### src/hdl/absc_pkg.sv
package absc_pkg;

  localparam int TIME_W   = 32;
  localparam int LEVEL_W  = 8;
  localparam int ACCEL_W  = 13;
  localparam int STREN_W  = 14;
  localparam int MINMS_W  = 16;
  localparam int CFG_IDX_W = 3;
  localparam int CFG_DAT_W = 32;
  localparam int IN_DATA_W  = 80;
  localparam int IN_USER_W  = 2;
  localparam int OUT_DATA_W = 48;

  localparam logic [ACCEL_W:0]   GRAVITY_UNITS = 14'sd256;
  localparam logic [LEVEL_W-1:0] RAMP_STEP     = 8'd2;

  localparam logic [TIME_W-1:0]  ACTIVE_TIMEOUT_RST = 32'd8000;
  localparam logic [LEVEL_W-1:0] ACTIVE_LEVEL_RST   = 8'd200;
  localparam logic [LEVEL_W-1:0] IDLE_LEVEL_RST     = 8'd20;
  localparam logic [STREN_W-1:0] SHAKE_THRESH_RST   = 14'd717;
  localparam logic [MINMS_W-1:0] SHAKE_MIN_RST      = 16'd500;

  typedef enum logic [CFG_IDX_W-1:0] {
    REG_ACTIVE_TIMEOUT = 3'd0,
    REG_ACTIVE_LEVEL   = 3'd1,
    REG_IDLE_LEVEL     = 3'd2,
    REG_SHAKE_THRESH   = 3'd3,
    REG_SHAKE_MIN      = 3'd4
  } reg_idx_t;

  typedef enum logic [IN_USER_W-1:0] {
    MODE_TICK   = 2'd0,
    MODE_TOUCH  = 2'd1,
    MODE_SAMPLE = 2'd2
  } mode_t;

  typedef struct packed {
    logic [TIME_W-1:0]         now_ms;
    logic signed [ACCEL_W-1:0] accel_x;
    logic signed [ACCEL_W-1:0] accel_y;
    logic signed [ACCEL_W-1:0] accel_z;
    logic                      sample_fresh;
    logic                      shake_enabled;
  } in_item_t;

endpackage

### src/hdl/activity_brightness_shake_controller.sv
// Activity brightness and shake controller. Each input word is one timestamped event
// (tuser selects brightness tick, user interaction or accelerometer sample) and yields
// exactly one result word holding the backlight level, the active flag, a scare pulse
// and the running shake duration. An event is registered on entry, evaluated by one
// pass of compare and add logic against the held state, and the result is written to
// an output register; a new word is taken every cycle while the output register is
// free or being drained, so throughput is one event per clock. The user must write
// configuration registers via the cfg port only while idle; the block does not check
// this. A new active or idle level takes effect at the next tick or interaction.
module activity_brightness_shake_controller import absc_pkg::*; (
  input  logic                     clk,
  input  logic                     rst_n,
  input  logic                     in_tvalid,
  output logic                     in_tready,
  // now_ms[31:0], accel_x[44:32], accel_y[57:45], accel_z[70:58],
  // sample_fresh[71], shake_enabled[72], zero fill
  input  logic [IN_DATA_W-1:0]     in_tdata,
  // mode[1:0]
  input  logic [IN_USER_W-1:0]     in_tuser,
  output logic                     out_tvalid,
  input  logic                     out_tready,
  // level[7:0], display_on[8], scare_pulse[9], shake_time_ms[41:10], zero fill
  output logic [OUT_DATA_W-1:0]    out_tdata,
  input  logic                     cfg_valid,
  output logic                     cfg_ready,
  input  logic [CFG_IDX_W-1:0]     cfg_index,
  input  logic [CFG_DAT_W-1:0]     cfg_data
);

  logic [TIME_W-1:0]  active_timeout_r;
  logic [LEVEL_W-1:0] active_level_r;
  logic [LEVEL_W-1:0] idle_level_r;
  logic [STREN_W-1:0] shake_thresh_r;
  logic [MINMS_W-1:0] shake_min_r;

  logic               s1_valid_r;
  logic [IN_USER_W-1:0] s1_mode_r;
  in_item_t           s1_item_r;

  logic [TIME_W-1:0]  last_touch_r, last_touch_nxt;
  logic [LEVEL_W-1:0] level_r, level_nxt;
  logic               active_r, active_nxt;
  logic               running_r, running_nxt;
  logic [TIME_W-1:0]  begin_r, begin_nxt;
  logic [TIME_W-1:0]  len_r, len_nxt;
  logic               scare_nxt;

  logic               out_valid_r;
  logic [OUT_DATA_W-1:0] out_data_r;

  logic               advance;
  logic [TIME_W-1:0]  idle_time;
  logic               act;
  logic [LEVEL_W-1:0] target;
  logic [LEVEL_W:0]   target_ramp;
  logic [ACCEL_W:0]   z_off;
  logic [ACCEL_W-1:0] mag_x, mag_y;
  logic [ACCEL_W:0]   mag_z;
  logic [STREN_W-1:0] strength;
  logic               hit;
  logic [TIME_W-1:0]  start_ms;

  assign cfg_ready  = 1'b1;
  assign advance    = s1_valid_r && (!out_valid_r || out_tready);
  assign in_tready  = !s1_valid_r || advance;
  assign out_tvalid = out_valid_r;
  assign out_tdata  = out_data_r;

  always_ff @(posedge clk) begin
    if (!rst_n) begin
      active_timeout_r <= ACTIVE_TIMEOUT_RST;
      active_level_r   <= ACTIVE_LEVEL_RST;
      idle_level_r     <= IDLE_LEVEL_RST;
      shake_thresh_r   <= SHAKE_THRESH_RST;
      shake_min_r      <= SHAKE_MIN_RST;
    end else if (cfg_valid && cfg_ready) begin
      case (cfg_index)
        REG_ACTIVE_TIMEOUT: active_timeout_r <= cfg_data;
        REG_ACTIVE_LEVEL:   active_level_r   <= cfg_data[LEVEL_W-1:0];
        REG_IDLE_LEVEL:     idle_level_r     <= cfg_data[LEVEL_W-1:0];
        REG_SHAKE_THRESH:   shake_thresh_r   <= cfg_data[STREN_W-1:0];
        REG_SHAKE_MIN:      shake_min_r      <= cfg_data[MINMS_W-1:0];
        default: ;
      endcase
    end
  end

  always_ff @(posedge clk) begin
    if (!rst_n) begin
      s1_valid_r <= 1'b0;
    end else if (in_tready) begin
      s1_valid_r <= in_tvalid;
    end
  end

  always_ff @(posedge clk) begin
    if (in_tvalid && in_tready) begin
      s1_mode_r <= in_tuser;
      s1_item_r <= {in_tdata[31:0], in_tdata[44:32], in_tdata[57:45], in_tdata[70:58],
                    in_tdata[71], in_tdata[72]};
    end
  end

  always_comb begin
    idle_time   = s1_item_r.now_ms - last_touch_r;
    act         = idle_time < active_timeout_r;
    target      = act ? active_level_r : idle_level_r;
    target_ramp = {1'b0, target} + {1'b0, RAMP_STEP};

    mag_x    = s1_item_r.accel_x[ACCEL_W-1] ? ACCEL_W'(-s1_item_r.accel_x)
                                             : s1_item_r.accel_x;
    mag_y    = s1_item_r.accel_y[ACCEL_W-1] ? ACCEL_W'(-s1_item_r.accel_y)
                                             : s1_item_r.accel_y;
    z_off    = {s1_item_r.accel_z[ACCEL_W-1], s1_item_r.accel_z} - GRAVITY_UNITS;
    mag_z    = z_off[ACCEL_W] ? (ACCEL_W+1)'(-z_off) : z_off;
    strength = STREN_W'({1'b0, mag_x}) + STREN_W'({1'b0, mag_y}) + STREN_W'(mag_z);
    hit      = s1_item_r.shake_enabled && s1_item_r.sample_fresh
               && (strength > shake_thresh_r);
    start_ms = running_r ? begin_r : s1_item_r.now_ms;

    last_touch_nxt = last_touch_r;
    level_nxt      = level_r;
    active_nxt     = active_r;
    running_nxt    = running_r;
    begin_nxt      = begin_r;
    len_nxt        = len_r;
    scare_nxt      = 1'b0;

    case (s1_mode_r)
      MODE_TICK: begin
        active_nxt = act;
        if (level_r < target) begin
          level_nxt = target;
        end else if (level_r > target) begin
          level_nxt = ({1'b0, level_r} > target_ramp) ? level_r - RAMP_STEP : target;
        end
      end
      MODE_TOUCH: begin
        last_touch_nxt = s1_item_r.now_ms;
        active_nxt     = 1'b1;
        level_nxt      = active_level_r;
      end
      MODE_SAMPLE: begin
        if (hit) begin
          running_nxt = 1'b1;
          begin_nxt   = start_ms;
          len_nxt     = s1_item_r.now_ms - start_ms;
        end else begin
          if ((len_r != '0) && (len_r > {{(TIME_W-MINMS_W){1'b0}}, shake_min_r})) begin
            last_touch_nxt = s1_item_r.now_ms;
            active_nxt     = 1'b1;
            level_nxt      = active_level_r;
            scare_nxt      = 1'b1;
          end
          running_nxt = 1'b0;
          begin_nxt   = '0;
          len_nxt     = '0;
        end
      end
      default: ;
    endcase
  end

  always_ff @(posedge clk) begin
    if (!rst_n) begin
      last_touch_r <= '0;
      level_r      <= ACTIVE_LEVEL_RST;
      active_r     <= 1'b1;
      running_r    <= 1'b0;
      begin_r      <= '0;
      len_r        <= '0;
    end else if (advance) begin
      last_touch_r <= last_touch_nxt;
      level_r      <= level_nxt;
      active_r     <= active_nxt;
      running_r    <= running_nxt;
      begin_r      <= begin_nxt;
      len_r        <= len_nxt;
    end
  end

  always_ff @(posedge clk) begin
    if (!rst_n) begin
      out_valid_r <= 1'b0;
    end else if (advance) begin
      out_valid_r <= 1'b1;
    end else if (out_tready) begin
      out_valid_r <= 1'b0;
    end
  end

  always_ff @(posedge clk) begin
    if (advance) begin
      out_data_r <= {6'b0, len_nxt, scare_nxt, active_nxt, level_nxt};
    end
  end

  a_scare_ends_shake: assert property (@(posedge clk) disable iff (!rst_n)
    (out_valid_r && out_data_r[9]) |-> (out_data_r[41:10] == '0 && out_data_r[8]))
    else $error("scare pulse without cleared shake or active display");

  a_idle_len_zero: assert property (@(posedge clk) disable iff (!rst_n)
    !running_r |-> (len_r == '0 && begin_r == '0))
    else $error("shake length held while no shake is running");

  a_ready_when_empty: assert property (@(posedge clk) disable iff (!rst_n)
    !s1_valid_r |-> in_tready)
    else $error("input stalled with empty entry stage");

  a_advance_fills_out: assert property (@(posedge clk) disable iff (!rst_n)
    advance |=> out_valid_r)
    else $error("evaluated event did not reach output register");

endmodule
### config.mk
export PLATFORM = sky130hd
export DESIGN_NAME = activity_brightness_shake_controller
export DESIGN_NICKNAME = d
export VERILOG_FILES = /design/src/hdl/absc_pkg.sv /design/src/hdl/activity_brightness_shake_controller.sv
export SDC_FILE = /design/constraint.sdc
export NUM_CORES = 1
export LEC_CHECK = 0
export CAP_MARGIN = 20
export CORE_UTILIZATION = 50
export DETAILED_ROUTE_END_ITERATION = 6
export DONT_BUFFER_PORTS = 1
export PLACE_DENSITY = 0.77
export SLEW_MARGIN = 15
export SYNTH_ARGS = -nofsm -noshare
export SYNTH_HDL_FRONTEND = slang
export SYNTH_SLANG_ARGS = --single-unit
### constraint.sdc
create_clock -name clk -period 6.9 [get_ports clk]
set_input_delay 0.345 -clock clk [delete_from_list [all_inputs] [get_ports clk]]
set_output_delay 0.345 -clock clk [all_outputs]
set_load 0.02 [all_outputs]
==> qor.yml, run 1 <==
status: "complete, no violations"
rsz0062_at_grt: "true"
syn_to_final_growth_pct: 20.91
synth.top_cell.area_share_pct: 20.20
cap_violations: 0
p_leak_nw: 8.661
cts_buffer_depth: 3
grt_pass1_wl_um: 79560
antenna_found_initial: 3
fin_crit_ns: 6.761
postSynth.asyncResetShare_pct: 0
clock.fmax_mhz: 147.9
vias: 15790
vias_per_cell: 5.787
hpwlAfterDp_um: 35660
crit_required_ns: 7.18
slew_viol_final: 0
crit_path_max_fanout: 8
drt-initial-drc-count: 904
critPathSlowestCell: "or4b_1"
final-seq-area_um2: 7239
fillers: 2940
synth_cells: 2049
synth_flop_cell: "dfxtp_1"
synth_area_um2: 18430
clk_latency_ns: 0.54
grt_max_degree: 88
ios: 173
vdd_drop_max_mv: 0.2140
mostFrequentLayoutCell: "nand2_1"
htree_levels: 2
reg2reg_depth: 31
hold_viol_final: 0
holdPathEnd: "out_tvalid$_SDFFE_PN0P_"
min_from: "out_tready"
multi_input_area_um2: 10600
crit_path_frequent_cell: "buf_4"
finalClockSkew_ns: 0.01850
synth_top_cell_by_area: "dfxtp_1"
final_util_pct: 62.06
whs_path_depth: 3
critPathCaptureType: "register"
hp-class: "in -> reg"
detail-route-antenna-nets: 0
core-area_um2: 35910
drive_above_1_share_pct: 12.45
die_w_um: 194.0
avgSynthCellArea_um2: 8.997
die_area_um2: 37640
ys_types: 92
fp-row-count: 69
drc: 0
synthTopCellsByArea: "dfxtp_1 20%, edfxtp_1 19%, ha_1 11%"
max-slew-margin-rel_pct: 26.90
post-route-period-util_pct: 97.99
r2r-end: "out_tdata[4]$_DFFE_PP_"
wl_per_cell_um: 18.24
crit_type: "reg -> reg"
port_buffers: 0
slowest_delay_ns: 0.56
clockRootBuffer: "clkbuf_16"
cp.arrival_ns: 7.04
reg2reg_from: "s1_item_r[42]$_DFFE_PP_"
die_h_um: 194.0
clkSlewWorstSetupHoldPaths_ns: 0.06
cts_tree: "built"
initial_core_util_pct: 51.33
power_density_nw_per_um2: 250.4
dr.pass1.iters: 7
routabilityCongestion: 0.9281
gr-total-overflow: 0
layout_common_cells: "232 x nand2_1, 190 x a21oi_1, 184 x dfxtp_1"
cts_sinks: 303
yosysSeqAreaShare_pct: 39.26
synth-seq-cells: 303
layout.nets: 2538
numCtsBuffers: 35
setup_viol: 0
power_mw: 5.581
first_global_vias: 15690
r2r_setup_slack_ns: 0.14
tightest_slew_ns: 1.097
cp-start-kind: "register"
synth_enable_flop_cells: 117
hold_ws_ns: 0.04947
drt-total-wl_um: 49760
ys_warn_count: 0
grtUsageTotal_pct: 26.21
==> kinds of logic (layout without fill, tap and decap cells) <==
kind of cell / Yosys count / in the layout / synth area share (%)
DFF: 303 / 303 / 39.26
AOI/OAI and AO/OA: 504 / 504 / 17.95
buffers and inverters: 251 / 462 / 5.471
muxes: 76 / 76 / 4.181
other: 2 / 9 / 0.04074
and+or+nand+nor: 635 / 635 / 15.64
adders and majority gates: 177 / 177 / 12.67
xor gates and xnor gates: 101 / 101 / 4.799
==> cell type report <==
class | instances | share of cell area [%]
antenna | 2 | 0.02245
clock inverter | 11 | 0.5501
multi-input combinational | 1500 | 47.56
inverter | 167 | 2.824
clock buffer | 52 | 4.777
sequential | 303 | 32.48
timing repair buffer | 232 | 9.201
tap | 461 | 2.588
==> critical path, delay by kind of cell, from the launching register on <==
family / cells / cell delay, ns
AO/OA/AOI/OAI: 10 / 1.96
flip-flops: 1 / 0.41
AND/OR/NAND/NOR: 10 / 2.19
buffers and inverters: 7 / 1.09
adder cells (fa/ha/maj): 3 / 0.69
multiplexers: 1 / 0.12
==> stage by stage <==
stage          cells  cell area, um2  setup WS (ns)  TNS (ns)
2_1_floorplan   2054           18450         0.2564         0
3_3_place_gp    2545           19530        -0.1820    -1.655
5_1_grt         2727           22290        -0.1495    -1.222
6_report        2728           22290         0.1386         0
4_1_cts         2724           21970       0.002628         0
3_5_place_dp    2545           19530        -0.3502    -3.960
==> report_power, final <==
part           total, mW  leakage, nW  internal (mW)  switching (mW)
combinational       1.64         5.47          0.718           0.924
sequential          2.03         2.62           1.94          0.0901
clock               1.90        0.574           1.15           0.755
total               5.58         8.66           3.81            1.77
==> layer usage <==
metal	vias to the layer above	track usage [%]	part of all wire (%)
li1	7670	-	-
met1	7478	34.21	45
met2	545	43.91	47
met3	93	4.140	6.1
met4	2	9.377	2.5
met5	-	0	0.026
==> what timing repair did <==
action,4_1_cts,5_1_grt
hold buffers,110,0
gates resized for setup,23,67
endpoints found under the setup margin,16,17
pin swaps,19,38
hold endpoints to repair,162,0
buffers inserted,7,3
==> worst max path at each step <==
stage / startpoint / end / slack, ns
after floorplan: s1_item_r[42]$_DFFE_PP_ / out_tdata[3]$_DFFE_PP_ / 0.26
after global placement: s1_item_r[41]$_DFFE_PP_ / out_tdata[4]$_DFFE_PP_ / -0.18
after detailed placement: s1_item_r[41]$_DFFE_PP_ / out_tdata[6]$_DFFE_PP_ / -0.35
after CTS: s1_item_r[41]$_DFFE_PP_ / out_tdata[4]$_DFFE_PP_ / 0.003
after global routing: s1_item_r[42]$_DFFE_PP_ / out_tdata[4]$_DFFE_PP_ / -0.15
final: s1_item_r[42]$_DFFE_PP_ / out_tdata[4]$_DFFE_PP_ / 0.14
==> synth_stat cells (5+ instances only) <==
cell type  count
inv_1        166
buf_4         11
o21a_1        16
and3_1        17
nor3_1        57
o31ai_1       11
a21oi_1      196
or4_1          5
fa_1          16
o2bb2ai_1      5
a21o_1        30
a31o_2        12
nor2_1       163
nand2_1      237
nand2b_1      14
and2_1         5
o21bai_1      10
nor4_1        12
mux2i_1       71
nand4_1       21
nand3_1       53
o211ai_1      26
buf_1          5
xor2_1        38
dfxtp_1      186
o21ai_0       81
a21boi_0       7
a211oi_1       8
o41ai_1        7
a22o_1        19
a31oi_1       11
ha_1         161
a221oi_1       8
nor2b_1       26
clkbuf_1      63
xnor2_1       63
edfxtp_1     117
==> registers in the layout (all words and copies together), names as in the netlist, 8 cells and up <==
register	flops
s1_item_r	73
out_tdata	42
active_timeout_r	32
begin_r	32
last_touch_r	32
len_r	32
shake_min_r	16
shake_thresh_r	14
active_level_r	8
idle_level_r	8
level_r	8
Note: power is estimated with default switching activity, not from simulation.
==> run 2, diff against run 1 <==
REMOVE_ABC_BUFFERS = 1   (was unset)
==> qor.yml, run 2 (synthesis results as in run 1) <==
status: "finished, violations left"
violations: "negative setup slack"
drt-total-wl_um: 49450  # -0.64%
vias_per_cell: 5.808  # +0.35%
die_h_um: 194.0  # unchanged
grtUsageTotal_pct: 25.69  # -0.52 points
crit_required_ns: 7.30  # +0.12 ns
clock.fmax_mhz: 144.5  # -2.3%
htree_levels: 2  # unchanged
dp_slack_ns: -0.5305  # -0.1803 ns
vias: 15780  # -0.051%
first_global_vias: 15340  # -2.2%
gr-total-overflow: 0  # unchanged
drc: 0  # unchanged
fin_crit_ns: 6.922  # +0.1607 ns
clk_latency_ns: 0.56  # +0.02 ns
final_util_pct: 62.06  # about the same
numCtsBuffers: 35  # unchanged
reg2reg_depth: 33  # +6.5%
die_w_um: 194.0  # unchanged
wl_met2_um: 23510  # +0.98%
cp-start-kind: "register"
grt_pass1_wl_um: 78480  # -1.4%
fin_ws_ns: -0.02207  # -0.1607 ns
clockRootBuffer: "clkbuf_16"
p_leak_nw: 8.623  # -0.44%
layout_common_cells: "230 x nand2_1, 186 x a21oi_1, 184 x dfxtp_1"
post-route-period-util_pct: 100.3  # +2.3 points
clkSlewWorstSetupHoldPaths_ns: 0.06  # about the same
detail-route-antenna-nets: 0  # unchanged
finalClockSkew_ns: 0.02735  # +0.008852 ns
tightest_slew_ns: 1.053  # -0.04350 ns
fillers: 2908  # -1.1%
slew_viol_final: 0  # unchanged
drive_above_1_share_pct: 12.42  # -0.028 points
max-slew-margin-rel_pct: 29.54  # +2.6 points
whs_path_depth: 2  # -1
antenna_found_initial: 3  # unchanged
top_register: "s1_item_r"
rsz0062_at_grt: "true"
dr.pass1.iters: 6  # -1
final-seq-area_um2: 7239  # unchanged
maxUsedRoutingLayer: "met5"
ios: 173  # unchanged
fp-row-count: 69  # unchanged
multi_input_area_um2: 10680  # +0.77%
crit_path_max_fanout: 5  # -3
vdd_drop_max_mv: 0.2554  # +19%
largest_reg_flops: 73  # unchanged
critPathCaptureType: "register"
cts_tree: "built"
initial_core_util_pct: 51.33  # unchanged
syn_to_final_growth_pct: 20.92  # about the same
power_density_nw_per_um2: 250.2  # about the same
cts_buffer_depth: 3  # unchanged
grt_max_degree: 93  # +5.7%
die_area_um2: 37640  # unchanged
hpwlAfterDp_um: 34700  # -2.7%
wl_per_cell_um: 18.20  # -0.24%
routabilityCongestion: 0.9455  # +1.9%
cap_violations: 0  # unchanged
wl_met1_um: 21780  # -1.8%
mostFrequentLayoutCell: "nand2_1"
fin_setup_tns_ns: -0.03741  # -0.03741 ns
slowest_delay_ns: 0.39  # -0.17 ns
route.met3.wl_um: 2889  # -5.3%
crit_type: "reg -> reg"
port_buffers: 0  # unchanged
hold_viol_final: 0  # unchanged
core-area_um2: 35910  # unchanged
setup_viol: 2  # +2
hp-class: "in -> reg"
layout.nets: 2526  # -0.47%
critPathSlowestCell: "edfxtp_1"
cp.arrival_ns: 7.32  # +0.28 ns
drt-initial-drc-count: 1241  # +37%
cts_sinks: 303  # unchanged
## run 2: report_power, final
group | total [mW] | internal (mW) | switching [mW]
combinational | 1.67 | 0.736 | 0.931
sequential | 2.03 | 1.94 | 0.0892
clock | 1.88 | 1.09 | 0.788
total | 5.58 | 3.77 | 1.81
## run 2: cell type report
class | count | share of cell area [%]
well taps | 461 | 2.588
multi-input cells | 1500 | 47.92
repair buffers | 220 | 8.914
clock inverters | 17 | 0.6848
clock buffers | 47 | 4.558
flip-flops and latches | 303 | 32.48
diodes | 2 | 0.02245
inverters | 167 | 2.835
## run 2: final timing paths
| kind | from | to | slack [ns] |
|---|---|---|---|
| worst max-delay path | s1_item_r[42]$_DFFE_PP_ | out_tdata[5]$_DFFE_PP_ | -0.02 |
| worst min-delay path | rst_n | idle_level_r[4]$_SDFFE_PN1P_ | 0.06 |
| worst max register to register | s1_item_r[42]$_DFFE_PP_ | out_tdata[5]$_DFFE_PP_ | -0.02 |
| worst min register to register | shake_min_r[12]$_SDFFE_PN0P_ | shake_min_r[12]$_SDFFE_PN0P_ | 0.46 |
## run 2: critical path, delay by kind of cell (launching register included)
kind                       cells  cell delay [ns]
AOI/OAI and AO/OA             14             2.48
adders and majority gates      3             0.87
DFF                            1             0.39
muxes                          1             0.32
xor gates and xnor gates       1             0.12
buffers and inverters          6             0.90
and+or+nand+nor                8             1.67
## run 2: timing repair
item,4_1_cts,5_1_grt
gates resized for setup,32,78
setup buffers,11,4
endpoints found under the setup margin,16,44
endpoints found under the hold margin,163,0
hold buffers,111,0
pin swaps,24,46
## run 2: metrics by stage
step                      hold slack (ns)  power, mW  std cells  cell area [um2]
after floorplan                    0.4168      3.085       1970            18070
after global placement             0.4259      3.437       2526            19390
after detailed placement           0.4327      3.499       2526            19390
after CTS                         0.03092      5.469       2711            21880
after global routing              0.04479      5.847       2717            22290
final                             0.05665      5.576       2717            22290
## run 2: routing by layer
| metal | track usage, % | up-vias |
|---|---|---|
| met3 | 3.879 | 100 |
| met2 | 42.99 | 509 |
| li1 | - | 7632 |
| met4 | 8.554 | 2 |
| met5 | 0 | - |
| met1 | 33.91 | 7537 |
